[config.mk]
export PLATFORM = sky130hd
export DESIGN_NAME = byte_machine_instruction_executor_core
export DESIGN_NICKNAME = d
export VERILOG_FILES = /design/src/rtl/bmie_pkg.sv /design/src/rtl/bmie_ram.sv /design/src/rtl/bmie_div.sv /design/src/rtl/byte_machine_instruction_executor_core.sv
export SDC_FILE = /design/constraint.sdc
export NUM_CORES = 2
export LEC_CHECK = 0
export BUFFER_PORTS_ARGS = -buffer_cell sky130_fd_sc_hd__buf_4
export CORE_ASPECT_RATIO = 0.8
export CORE_MARGIN = 2
export CORE_UTILIZATION = 40
export DETAILED_ROUTE_END_ITERATION = 10
export SKIP_LAST_GASP = 1
export SLEW_MARGIN = 40
export SYNTH_ARGS = -nofsm -noshare
export SYNTH_HDL_FRONTEND = slang
export SYNTH_SLANG_ARGS = --single-unit
[constraint.sdc]
create_clock -name clk -period 22.9 [get_ports clk]
set_clock_uncertainty 0.1 [all_clocks]
set_input_delay 4.58 -clock clk [delete_from_list [all_inputs] [get_ports clk]]
set_output_delay 4.58 -clock clk [all_outputs]
set_load 0.1 [all_outputs]
[src/rtl/bmie_pkg.sv]
`timescale 1ns / 1ps
`default_nettype none
package bmie_pkg;

  localparam int MEM_DEPTH_DEF   = 64;
  localparam int STACK_DEPTH_DEF = 8;
  localparam int REG_COUNT_DEF   = 8;

  // instruction codes
  localparam logic [4:0] MODE_RESET   = 5'd0;
  localparam logic [4:0] MODE_INC     = 5'd1;
  localparam logic [4:0] MODE_DEC     = 5'd2;
  localparam logic [4:0] MODE_INPUT   = 5'd3;
  localparam logic [4:0] MODE_DISPLAY = 5'd4;
  localparam logic [4:0] MODE_PUSH    = 5'd5;
  localparam logic [4:0] MODE_POP     = 5'd6;
  localparam logic [4:0] MODE_MOV     = 5'd7;
  localparam logic [4:0] MODE_ADD     = 5'd8;
  localparam logic [4:0] MODE_SUB     = 5'd9;
  localparam logic [4:0] MODE_MUL     = 5'd10;
  localparam logic [4:0] MODE_DIV     = 5'd11;
  localparam logic [4:0] MODE_ROL     = 5'd12;
  localparam logic [4:0] MODE_ROR     = 5'd13;
  localparam logic [4:0] MODE_SHL     = 5'd14;
  localparam logic [4:0] MODE_SHR     = 5'd15;
  localparam logic [4:0] MODE_LOAD    = 5'd16;
  localparam logic [4:0] MODE_STORE   = 5'd17;

  // second operand kinds
  localparam logic [1:0] KIND_IMM = 2'd0;
  localparam logic [1:0] KIND_REG = 2'd1;
  localparam logic [1:0] KIND_MEM = 2'd2;

  // flag selects for RESET
  localparam logic [1:0] FSEL_CARRY = 2'd0;
  localparam logic [1:0] FSEL_OVER  = 2'd1;
  localparam logic [1:0] FSEL_UNDER = 2'd2;
  localparam logic [1:0] FSEL_ZERO  = 2'd3;

  // error codes
  localparam logic [2:0] ERR_NONE        = 3'd0;
  localparam logic [2:0] ERR_STACK_FULL  = 3'd1;
  localparam logic [2:0] ERR_STACK_EMPTY = 3'd2;
  localparam logic [2:0] ERR_DIV_ZERO    = 3'd3;
  localparam logic [2:0] ERR_ADDR        = 3'd4;

  typedef struct packed {
    logic [4:0]         mode;
    logic [2:0]         reg_a;
    logic [2:0]         reg_b;
    logic [1:0]         operand_kind;
    logic signed [15:0] immediate;
    logic [1:0]         flag_select;
    logic signed [15:0] input_value;
  } in_t;

  typedef struct packed {
    logic signed [7:0] display_value;
    logic              display_valid;
    logic [2:0]        error_code;
    logic              halted;
    logic [7:0]        program_counter;
    logic              flag_overflow;
    logic              flag_underflow;
    logic              flag_carry;
    logic              flag_zero;
    logic [3:0]        stack_depth;
  } out_t;

  // register index modulo the register count, by repeated subtraction
  function automatic logic [3:0] reg_mod(logic [2:0] v, int unsigned n);
    logic [4:0] r;
    r = {2'b00, v};
    for (int i = 0; i < 4; i++) begin
      if (r >= 5'(n)) begin
        r = r - 5'(n);
      end
    end
    return r[3:0];
  endfunction

endpackage
`default_nettype wire

[src/rtl/bmie_ram.sv]
`timescale 1ns / 1ps
`default_nettype none
module bmie_ram #(
  parameter int WIDTH = 8,
  parameter int DEPTH = 64
) (
  input  wire logic                     clk,
  input  wire logic                     we,
  input  wire logic [$clog2(DEPTH)-1:0] waddr,
  input  wire logic [WIDTH-1:0]         wdata,
  input  wire logic [$clog2(DEPTH)-1:0] raddr,
  output logic      [WIDTH-1:0]         rdata
);

  logic [WIDTH-1:0] mem [DEPTH];

  always_ff @(posedge clk) begin
    if (we) begin
      mem[waddr] <= wdata;
    end
    rdata <= mem[raddr];
  end

endmodule
`default_nettype wire

[src/rtl/bmie_div.sv]
`timescale 1ns / 1ps
`default_nettype none
module bmie_div (
  input  wire logic        clk,
  input  wire logic        rst,
  input  wire logic        start,
  input  wire logic [7:0]  dividend,
  input  wire logic [15:0] divisor,
  output logic             done,
  output logic [7:0]       quotient
);

  // restoring divide of unsigned magnitudes, one quotient bit a cycle
  logic        running;
  logic [3:0]  cnt;
  logic [15:0] rem;
  logic [15:0] dvs;
  logic [16:0] trial;
  logic        take;

  assign trial = {rem, quotient[7]};
  assign take  = trial >= {1'b0, dvs};

  always_ff @(posedge clk) begin
    if (rst) begin
      running <= 1'b0;
      done    <= 1'b0;
      cnt     <= '0;
    end else begin
      done <= 1'b0;
      if (start) begin
        running <= 1'b1;
        cnt     <= 4'd8;
      end else if (running) begin
        cnt <= cnt - 4'd1;
        if (cnt == 4'd1) begin
          running <= 1'b0;
          done    <= 1'b1;
        end
      end
    end
  end

  always_ff @(posedge clk) begin
    if (start) begin
      rem      <= '0;
      dvs      <= divisor;
      quotient <= dividend;
    end else if (running) begin
      rem      <= take ? 16'(trial - {1'b0, dvs}) : trial[15:0];
      quotient <= {quotient[6:0], take};
    end
  end

endmodule
`default_nettype wire

[src/rtl/byte_machine_instruction_executor_core.sv]
// sequence: accept, reads of register a, register b, then memory and stack,
// execute (DIV adds divider start and run); a new item is taken only once the
// last has executed; the reads are dependent, through the single read port of
// the register file, data memory and stack memories; DIV runs an 8-step divider
// reset: synchronous, clears registers, memory valid bits, flags, counters
`timescale 1ns / 1ps
`default_nettype none
module byte_machine_instruction_executor_core
  import bmie_pkg::*;
#(
  parameter int MEM_DEPTH   = MEM_DEPTH_DEF,
  parameter int STACK_DEPTH = STACK_DEPTH_DEF,
  parameter int REG_COUNT   = REG_COUNT_DEF
) (
  input  wire logic          clk,
  input  wire logic          rst,
  input  wire logic          in_valid,
  output logic               in_ready,
  input  wire bmie_pkg::in_t in_data,
  output logic               out_valid,
  input  wire logic          out_ready,
  output bmie_pkg::out_t     out_data
);

  localparam int RW  = $clog2(REG_COUNT);
  localparam int AW  = $clog2(MEM_DEPTH);
  localparam int SAW = $clog2(STACK_DEPTH);
  localparam int CW  = $clog2(STACK_DEPTH + 1);

  // sequencer states
  localparam logic [2:0] S_IDLE = 3'd0;
  localparam logic [2:0] S_RA   = 3'd1;  // register a read returns
  localparam logic [2:0] S_RB   = 3'd2;  // register b read returns
  localparam logic [2:0] S_MEM  = 3'd3;  // memory and stack reads return
  localparam logic [2:0] S_DIVS = 3'd4;  // divider start
  localparam logic [2:0] S_DIV  = 3'd5;  // divider running
  localparam logic [2:0] S_EXEC = 3'd6;  // execute and write back

  logic [2:0] state, state_next;

  // item latched at accept and per-item operands
  in_t              in_q;
  logic [RW-1:0]    ra_q, rb_q;
  logic [7:0]       dst_q, rbv_q, memv_q, stkv_q;
  logic signed [15:0] src_q;
  logic [AW-1:0]    addr_q;
  logic             addr_ok_q, mem_used_q;

  // architectural state outside the memories
  logic [CW-1:0]    count_q, count_next;
  logic [7:0]       pc_q, pc_next;
  logic             stopped_q, stopped_next;
  logic             f_over, f_under, f_carry, f_zero;
  logic             f_over_next, f_under_next, f_carry_next, f_zero_next;
  logic [REG_COUNT-1:0] rf_valid;
  logic [MEM_DEPTH-1:0] dm_valid;

  // memory ports
  logic [RW-1:0]    rf_raddr;
  logic [7:0]       rf_rdata, rf_wdata;
  logic             rf_we;
  logic [AW-1:0]    dm_raddr;
  logic [7:0]       dm_rdata;
  logic             dm_we;
  logic [SAW-1:0]   st_raddr;
  logic [7:0]       st_rdata;
  logic             st_we;

  // divider
  logic             div_start, div_done;
  logic [7:0]       div_q;
  logic [7:0]       dst_mag;
  logic [15:0]      src_mag;

  // combinational helpers
  logic [7:0]       rbv_c, memv_c;
  logic signed [15:0] src_c;
  logic [AW-1:0]    addr_c;
  logic             addr_ok_c, mem_used_c;
  logic             accept, exec_fire;
  logic signed [7:0]  dst_s;
  logic signed [23:0] prod;
  logic signed [24:0] r;
  logic             use_arith;
  logic [2:0]       err;
  logic             fatal, disp;
  logic [15:0]      rot_l, rot_r;
  logic [3:0]       ra_mod, rb_mod;

  assign accept    = in_valid && in_ready;
  assign in_ready  = (state == S_IDLE);
  assign exec_fire = (state == S_EXEC) && (!out_valid || out_ready);
  assign ra_mod    = reg_mod(in_data.reg_a, REG_COUNT);
  assign rb_mod    = reg_mod(in_data.reg_b, REG_COUNT);
  assign dst_s     = signed'(dst_q);

  // register file read port: a at accept, b in the next cycle
  assign rf_raddr = (state == S_IDLE) ? ra_mod[RW-1:0] : rb_q;

  // address of the memory access, formed as register b returns
  assign rbv_c = rf_valid[rb_q] ? rf_rdata : 8'd0;
  always_comb begin
    mem_used_c = (in_q.mode == MODE_LOAD) || (in_q.mode == MODE_STORE) ||
                 ((in_q.mode inside {[MODE_MOV:MODE_SHR]}) &&
                  (in_q.operand_kind == KIND_MEM));
    if (((in_q.mode == MODE_LOAD) || (in_q.mode == MODE_STORE)) &&
        (in_q.operand_kind == KIND_IMM)) begin
      addr_ok_c = !in_q.immediate[15] &&
                  ($unsigned(in_q.immediate) < 16'(MEM_DEPTH));
      addr_c    = in_q.immediate[AW-1:0];
    end else begin
      addr_ok_c = {1'b0, rbv_c} < 9'(MEM_DEPTH);
      addr_c    = rbv_c[AW-1:0];
    end
  end
  assign dm_raddr = addr_c;
  assign st_raddr = SAW'(count_q - 1'b1);

  // second operand, formed as the memory read returns
  assign memv_c = (addr_ok_q && dm_valid[addr_q]) ? dm_rdata : 8'd0;
  always_comb begin
    case (in_q.operand_kind)
      KIND_REG: src_c = {{8{rbv_q[7]}}, rbv_q};
      KIND_MEM: src_c = {{8{memv_c[7]}}, memv_c};
      default:  src_c = in_q.immediate;
    endcase
  end

  // sequencer
  always_comb begin
    state_next = state;
    case (state)
      S_IDLE: if (accept) state_next = S_RA;
      S_RA:   state_next = S_RB;
      S_RB:   state_next = S_MEM;
      S_MEM: begin
        if ((in_q.mode == MODE_DIV) && (src_c != 16'sd0) && !stopped_q) begin
          state_next = S_DIVS;
        end else begin
          state_next = S_EXEC;
        end
      end
      S_DIVS: state_next = S_DIV;
      S_DIV:  if (div_done) state_next = S_EXEC;
      S_EXEC: if (exec_fire) state_next = S_IDLE;
      default: state_next = S_IDLE;
    endcase
  end

  always_ff @(posedge clk) begin
    if (rst) begin
      state <= S_IDLE;
    end else begin
      state <= state_next;
    end
  end

  // operand capture
  always_ff @(posedge clk) begin
    if (accept) begin
      in_q <= in_data;
      ra_q <= ra_mod[RW-1:0];
      rb_q <= rb_mod[RW-1:0];
    end
    if (state == S_RA) begin
      dst_q <= rf_valid[ra_q] ? rf_rdata : 8'd0;
    end
    if (state == S_RB) begin
      rbv_q      <= rbv_c;
      addr_q     <= addr_c;
      addr_ok_q  <= addr_ok_c;
      mem_used_q <= mem_used_c;
    end
    if (state == S_MEM) begin
      memv_q <= memv_c;
      stkv_q <= st_rdata;
      src_q  <= src_c;
    end
  end

  // divider on magnitudes, sign fixed afterwards
  assign div_start = (state == S_DIVS);
  assign dst_mag   = dst_q[7] ? 8'(-dst_q) : dst_q;
  assign src_mag   = src_q[15] ? 16'(-src_q) : src_q;

  bmie_div u_div (
    .clk      (clk),
    .rst      (rst),
    .start    (div_start),
    .dividend (dst_mag),
    .divisor  (src_mag),
    .done     (div_done),
    .quotient (div_q)
  );

  assign prod  = dst_s * src_q;
  assign rot_l = {dst_q, dst_q} << src_q[2:0];
  assign rot_r = {dst_q, dst_q} >> src_q[2:0];

  // execute: result, flags, write-back
  always_comb begin
    r            = '0;
    use_arith    = 1'b0;
    err          = (mem_used_q && !addr_ok_q) ? ERR_ADDR : ERR_NONE;
    fatal        = 1'b0;
    disp         = 1'b0;
    rf_we        = 1'b0;
    rf_wdata     = 8'd0;
    dm_we        = 1'b0;
    st_we        = 1'b0;
    count_next   = count_q;
    f_over_next  = f_over;
    f_under_next = f_under;
    f_carry_next = f_carry;
    f_zero_next  = f_zero;
    if (!stopped_q) begin
      case (in_q.mode)
        MODE_RESET: begin
          case (in_q.flag_select)
            FSEL_CARRY: f_carry_next = 1'b0;
            FSEL_OVER:  f_over_next  = 1'b0;
            FSEL_UNDER: f_under_next = 1'b0;
            default:    f_zero_next  = 1'b0;
          endcase
        end
        MODE_INC, MODE_DEC: begin
          r = (in_q.mode == MODE_INC) ? 25'(dst_s) + 25'sd1 : 25'(dst_s) - 25'sd1;
          use_arith = 1'b1;
        end
        MODE_INPUT: begin
          f_over_next  = in_q.input_value > 16'sd127;
          f_under_next = in_q.input_value < -16'sd128;
          f_carry_next = 1'b0;
          f_zero_next  = in_q.input_value == 16'sd0;
          rf_we        = 1'b1;
          rf_wdata     = in_q.input_value[7:0];
        end
        MODE_DISPLAY: disp = 1'b1;
        MODE_PUSH: begin
          if (count_q == CW'(STACK_DEPTH)) begin
            err   = ERR_STACK_FULL;
            fatal = 1'b1;
          end else begin
            st_we      = 1'b1;
            count_next = count_q + 1'b1;
          end
        end
        MODE_POP: begin
          if (count_q == '0) begin
            err   = ERR_STACK_EMPTY;
            fatal = 1'b1;
          end else begin
            rf_we      = 1'b1;
            rf_wdata   = stkv_q;
            count_next = count_q - 1'b1;
          end
        end
        MODE_MOV: begin
          rf_we    = 1'b1;
          rf_wdata = src_q[7:0];
        end
        MODE_ADD: begin
          r = 25'(dst_s) + 25'(src_q);
          use_arith = 1'b1;
        end
        MODE_SUB: begin
          r = 25'(dst_s) - 25'(src_q);
          use_arith = 1'b1;
        end
        MODE_MUL: begin
          r = 25'(prod);
          use_arith = 1'b1;
        end
        MODE_DIV: begin
          if (src_q == 16'sd0) begin
            err   = ERR_DIV_ZERO;
            fatal = 1'b1;
          end else begin
            r = (dst_q[7] ^ src_q[15]) ? -25'(div_q) : 25'(div_q);
            use_arith = 1'b1;
          end
        end
        MODE_ROL: begin
          rf_we    = 1'b1;
          rf_wdata = rot_l[15:8];
        end
        MODE_ROR: begin
          rf_we    = 1'b1;
          rf_wdata = rot_r[7:0];
        end
        MODE_SHL, MODE_SHR: begin
          rf_we = 1'b1;
          if (src_q < 16'sd0 || src_q > 16'sd7) begin
            rf_wdata = 8'd0;
          end else if (in_q.mode == MODE_SHL) begin
            rf_wdata = dst_q << src_q[2:0];
          end else begin
            rf_wdata = dst_q >> src_q[2:0];
          end
        end
        MODE_LOAD: begin
          rf_we    = 1'b1;
          rf_wdata = memv_q;
        end
        MODE_STORE: dm_we = addr_ok_q;
        default: ;
      endcase
      if (use_arith) begin
        f_over_next  = r > 25'sd127;
        f_under_next = r < -25'sd128;
        f_carry_next = (r > 25'sd127) || (r < -25'sd128);
        f_zero_next  = r[7:0] == 8'd0;
        rf_we        = 1'b1;
        rf_wdata     = r[7:0];
      end
    end
    stopped_next = stopped_q || fatal;
    pc_next      = (!stopped_q && !fatal) ? pc_q + 8'd1 : pc_q;
  end

  bmie_ram #(.WIDTH(8), .DEPTH(REG_COUNT)) u_rf (
    .clk   (clk),
    .we    (rf_we && exec_fire),
    .waddr (ra_q),
    .wdata (rf_wdata),
    .raddr (rf_raddr),
    .rdata (rf_rdata)
  );

  bmie_ram #(.WIDTH(8), .DEPTH(MEM_DEPTH)) u_dm (
    .clk   (clk),
    .we    (dm_we && exec_fire),
    .waddr (addr_q),
    .wdata (dst_q),
    .raddr (dm_raddr),
    .rdata (dm_rdata)
  );

  bmie_ram #(.WIDTH(8), .DEPTH(STACK_DEPTH)) u_stk (
    .clk   (clk),
    .we    (st_we && exec_fire),
    .waddr (count_q[SAW-1:0]),
    .wdata (dst_q),
    .raddr (st_raddr),
    .rdata (st_rdata)
  );

  // architectural state and valid bits, committed on execute
  always_ff @(posedge clk) begin
    if (rst) begin
      count_q   <= '0;
      pc_q      <= '0;
      stopped_q <= 1'b0;
      f_over    <= 1'b0;
      f_under   <= 1'b0;
      f_carry   <= 1'b0;
      f_zero    <= 1'b0;
      rf_valid  <= '0;
      dm_valid  <= '0;
    end else if (exec_fire) begin
      count_q   <= count_next;
      pc_q      <= pc_next;
      stopped_q <= stopped_next;
      f_over    <= f_over_next;
      f_under   <= f_under_next;
      f_carry   <= f_carry_next;
      f_zero    <= f_zero_next;
      if (rf_we) begin
        rf_valid[ra_q] <= 1'b1;
      end
      if (dm_we) begin
        dm_valid[addr_q] <= 1'b1;
      end
    end
  end

  // output register; holds until taken
  always_ff @(posedge clk) begin
    if (rst) begin
      out_valid <= 1'b0;
    end else if (exec_fire) begin
      out_valid <= 1'b1;
    end else if (out_ready) begin
      out_valid <= 1'b0;
    end
  end

  always_ff @(posedge clk) begin
    if (exec_fire) begin
      out_data.display_value   <= disp ? signed'(dst_q) : 8'sd0;
      out_data.display_valid   <= disp;
      out_data.error_code      <= stopped_q ? ERR_NONE : err;
      out_data.halted          <= stopped_next;
      out_data.program_counter <= pc_next;
      out_data.flag_overflow   <= f_over_next;
      out_data.flag_underflow  <= f_under_next;
      out_data.flag_carry      <= f_carry_next;
      out_data.flag_zero       <= f_zero_next;
      out_data.stack_depth     <= 4'(count_next);
    end
  end

endmodule
`default_nettype wire

==> out/results.md <==
| Quantity | Reported |
|:---|:---|
| Result of the run | finished, final reports clean |
| Post-synthesis register bit count | 935 |
| Avg Synthesized Cell Area | 11.43 µm² |
| Boundary Pins | 82 |
| Number of clock buffers inserted by TritonCTS | 92 |
| Number of vias in the routed layout | 31780 |
| Detailed-routed wire length on met3 | 12.39 mm |
| Relative slew slack | 0.4284 |
| Final number of hold-violating endpoints | 0 |
| Total power after layout | 0.004455 W |
| Number of sinks handled by clock tree synthesis | 935 |
| Initial core utilization | 0.4049 |
| Sum of negative setup slack | 0 ns |
| Number of endpoints failing setup at the final stage | 0 |
| Yosys warns | 0 |
| Layout cell share with drive strength beyond 1 | 0.1048 |
| Data required time at the worst endpoint | 23.10 ns |
| Net total in the final layout | 4296 |
| Weighted congestion reported at the end of routability-driven placement | 0.9230 |
| Via density | 5.658 |
| M1 WL | 60.41 mm |
| Xor-xnor portion of the synthesized cell area | 0.01572 |
| Worst path arrival time | 8.11 ns |
| Post-DR wirelength/cell | 23.28 µm |
| H-tree depth | 3 |
| TritonCTS clock tree | done |
| Synthesized-area fraction occupied by ao, oa, aoi and oai cells | 0.08113 |
| Number of input and output port buffers inserted | 81 |
| Antenna violations before repair | 3 |
| Path type of the worst setup path | in -> reg |
| Iteration count of the initial detailed-routing pass | 7 |
| Die area | 0.1170 mm² |
| Later-pin clock latency in the skew report | 0.71 ns |
| Starting DRT DRC Count | 3560 |
| Synthesized-area fraction occupied by and/or/nand/nor cells | 0.1604 |
| Total wire length | 130.8 mm |
| Flip-flop cell with the highest count after synthesis | sky130_fd_sc_hd__edfxtp_1 |
| Actual slew at the worst max-slew pin | 0.8562 ns |
| Seq/Total Area, Yosys | 0.5840 |
| Net count of the mapped netlist | 4267 |
| Number of violations of the max-capacitance limit | 0 |
| Largest family of logic cells by synthesized area | simple AND/OR/NAND/NOR gates |
| Peak Freq | 126.4 MHz |
| Leak Pwr | 18.25 nW |
| Library cells used by synthesis | 90 |
| Maximum number of pins on one net before global-route repair | 116 |
| Multiplexer area fraction after synthesis | 0.04315 |
| Root cell of the clock tree | sky130_fd_sc_hd__clkbuf_16 |
| Global-route wire length before repair | 195.7 mm |
| Post-CTS Setup Bufs | 0 |
| PD cells | 86.79 mW/mm² |
| Endpoint kind of the worst setup timing path | flip-flop |
| Number of max-slew violations in the final report | 0 |
| Residual antenna-violating net count after detailed routing | 0 |
| Synth async-reset ratio | 0 |
| Placed wire-length estimate | 87.74 mm |
| Layout overhead on the synthesized area | 12.32% |
| Row count | 110 |
| Mapped Area | 0.04569 mm² |
| Leading cell type in the layout, fill and taps excluded | sky130_fd_sc_hd__edfxtp_1 |
| DRC viols | 0 |
| Unrepaired setup endpoints after global routing | no |
| Number of enable flip-flop cells after synthesis | 796 |
| Startpoint kind of the worst setup timing path | input port |
| GR Overflow Total | 0 |
| Clock Path Buffers | 3 |
| Core ar. | 0.1129 mm² |
| Highest routing layer actually used | met5 |
| Vias in the first global route | 30370 |
| Largest vdd supply drop | 0.06510 mV |
| Period minus WS final | 7.909 ns |
| Worst hold-check path type | reg -> reg |
| Maximum fanout encountered on the critical timing path | 20 |
| X dimension of the die | 381.9 µm |
| CTS Hold Bufs | 0 |
| Area share of fa/ha/maj cells after synthesis | 0.07782 |
| Wire length on met2 | 54.71 mm |
| Cells resized by post-CTS repair | 0 |
| Vertical extent of the die | 306.3 µm |
| Most frequent cells in the layout | sky130_fd_sc_hd__edfxtp_1, sky130_fd_sc_hd__nand2_1, sky130_fd_sc_hd__nor2_1 |
| Number of cells produced by synthesis | 3996 |
| Global routing usage summed across all routing layers | 0.2207 |
| Clock Pin Slew Worst Setup and Hold Paths | 0.07 ns |
| Period utilisation layout | 0.3454 |
[cell type report]
type	count	area [µm²]
Fill cell	10310	61530
Multi-Input combinational cell	2616	17470
Clock buffer	115	2480
Timing Repair Buffer	143	1092
Tap cell	1512	1892
Inverter	237	902.1
Clock inverter	58	804.5
Antenna cell	1	2.502
Sequential cell	935	26690
[routing by layer]
metal,vias to the layer above,GRT usage
li1,14390,-
met1,15740,0.3356
met2,1439,0.3150
met3,208,0.05087
met4,4,0.05750
met5,-,0
[critical path, stage by stage]
cell and delay [ns]:
sky130_fd_sc_hd__buf_4 0.08, sky130_fd_sc_hd__nor2b_1 0.06, sky130_fd_sc_hd__or3_1 0.64, sky130_fd_sc_hd__nor2_1 0.65, sky130_fd_sc_hd__nand4_1 0.38, sky130_fd_sc_hd__nor2_1 0.52
sky130_fd_sc_hd__nand3_1 0.46, sky130_fd_sc_hd__nor2_1 0.72
[sequential cells by signal, summed over array words and instances, names as in the netlist, 4 cells and up]
| register | flops |
|---|---|
| addr_q | 6 |
| count_q | 4 |
| dm_valid | 64 |
| dst_q | 8 |
| in_q | 41 |
| memv_q | 8 |
| out_data | 29 |
| pc_q | 8 |
| rbv_q | 8 |
| rf_valid | 8 |
| src_q | 16 |
| stkv_q | 8 |
| u_div.cnt | 4 |
| u_div.dvs | 16 |
| u_div.quotient | 8 |
| u_div.rem | 16 |
| u_dm.mem | 512 |
| u_dm.rdata | 8 |
| u_rf.mem | 64 |
| u_rf.rdata | 8 |
| u_stk.mem | 64 |
| u_stk.rdata | 8 |
[metrics by stage]
stage | cells | area, µm² | util | hold slack (ns) | setup slack (ns)
floorplan | 3996 | 45690 | - | 0.2855 | 15.27
global placement | 5441 | 47870 | 0.4242 | 0.2900 | 14.27
detailed placement | 5442 | 47990 | 0.4252 | 0.2887 | 14.35
CTS | 5615 | 51270 | 0.4543 | 0.3048 | 15.06
global route | 5616 | 51320 | 0.4547 | 0.3074 | 14.83
finish | 5617 | 51320 | 0.4548 | 0.3048 | 14.99
[cells by family (layout without fill, tap and decap cells)]
| family | count (synthesis) | after routing |
|---|---|---|
| AO/OA/AOI/OAI | 566 | 566 |
| XOR/XNOR | 82 | 82 |
| adder cells (fa/ha/maj) | 220 | 220 |
| buffers and inverters | 445 | 553 |
| flip-flops | 935 | 935 |
| multiplexers | 119 | 119 |
| other | 0 | 1 |
| AND/OR/NAND/NOR | 1629 | 1629 |
[final timing paths]
| check | from | endpoint | slack [ns] | cells past startpoint |
|---|---|---|---|---|
| setup reg to reg | dst_q[2] | out_data[6] | 15.31 | 20 |
| setup / recovery | out_ready | u_dm.mem[28][4] | 14.99 | 8 |
| hold / removal | u_stk.rdata[4] | stkv_q[4] | 0.30 | 0 |
| hold reg to reg | u_stk.rdata[4] | stkv_q[4] | 0.30 | 0 |
[power by group]
part           switching, W  internal [W]
clock              0.000686      0.000949
sequential        0.0000394       0.00190
combinational      0.000558      0.000324
[cells in the mapped netlist (30+ instances only)]
library cell / instances / area (µm²)
sky130_fd_sc_hd__edfxtp_1: 796 / 23900
sky130_fd_sc_hd__nand2_1: 626 / 2350
sky130_fd_sc_hd__nor2_1: 412 / 1546
sky130_fd_sc_hd__nand3_1: 231 / 1156
sky130_fd_sc_hd__inv_1: 225 / 844.6
sky130_fd_sc_hd__clkbuf_1: 151 / 566.8
sky130_fd_sc_hd__dfxtp_1: 139 / 2783
sky130_fd_sc_hd__a21oi_1: 136 / 680.7
sky130_fd_sc_hd__o21ai_0: 131 / 655.6
sky130_fd_sc_hd__ha_1: 113 / 1414
sky130_fd_sc_hd__fa_1: 107 / 2142
sky130_fd_sc_hd__and2_1: 79 / 494.2
sky130_fd_sc_hd__nand4_1: 67 / 419.2
sky130_fd_sc_hd__mux4_2: 60 / 1351
sky130_fd_sc_hd__xnor2_1: 57 / 499.2
sky130_fd_sc_hd__nor3_1: 49 / 245.2
sky130_fd_sc_hd__nor2b_1: 39 / 244.0
sky130_fd_sc_hd__mux2i_1: 37 / 370.4
sky130_fd_sc_hd__nand2b_1: 30 / 187.7
(Power assumes the default switching activity.)
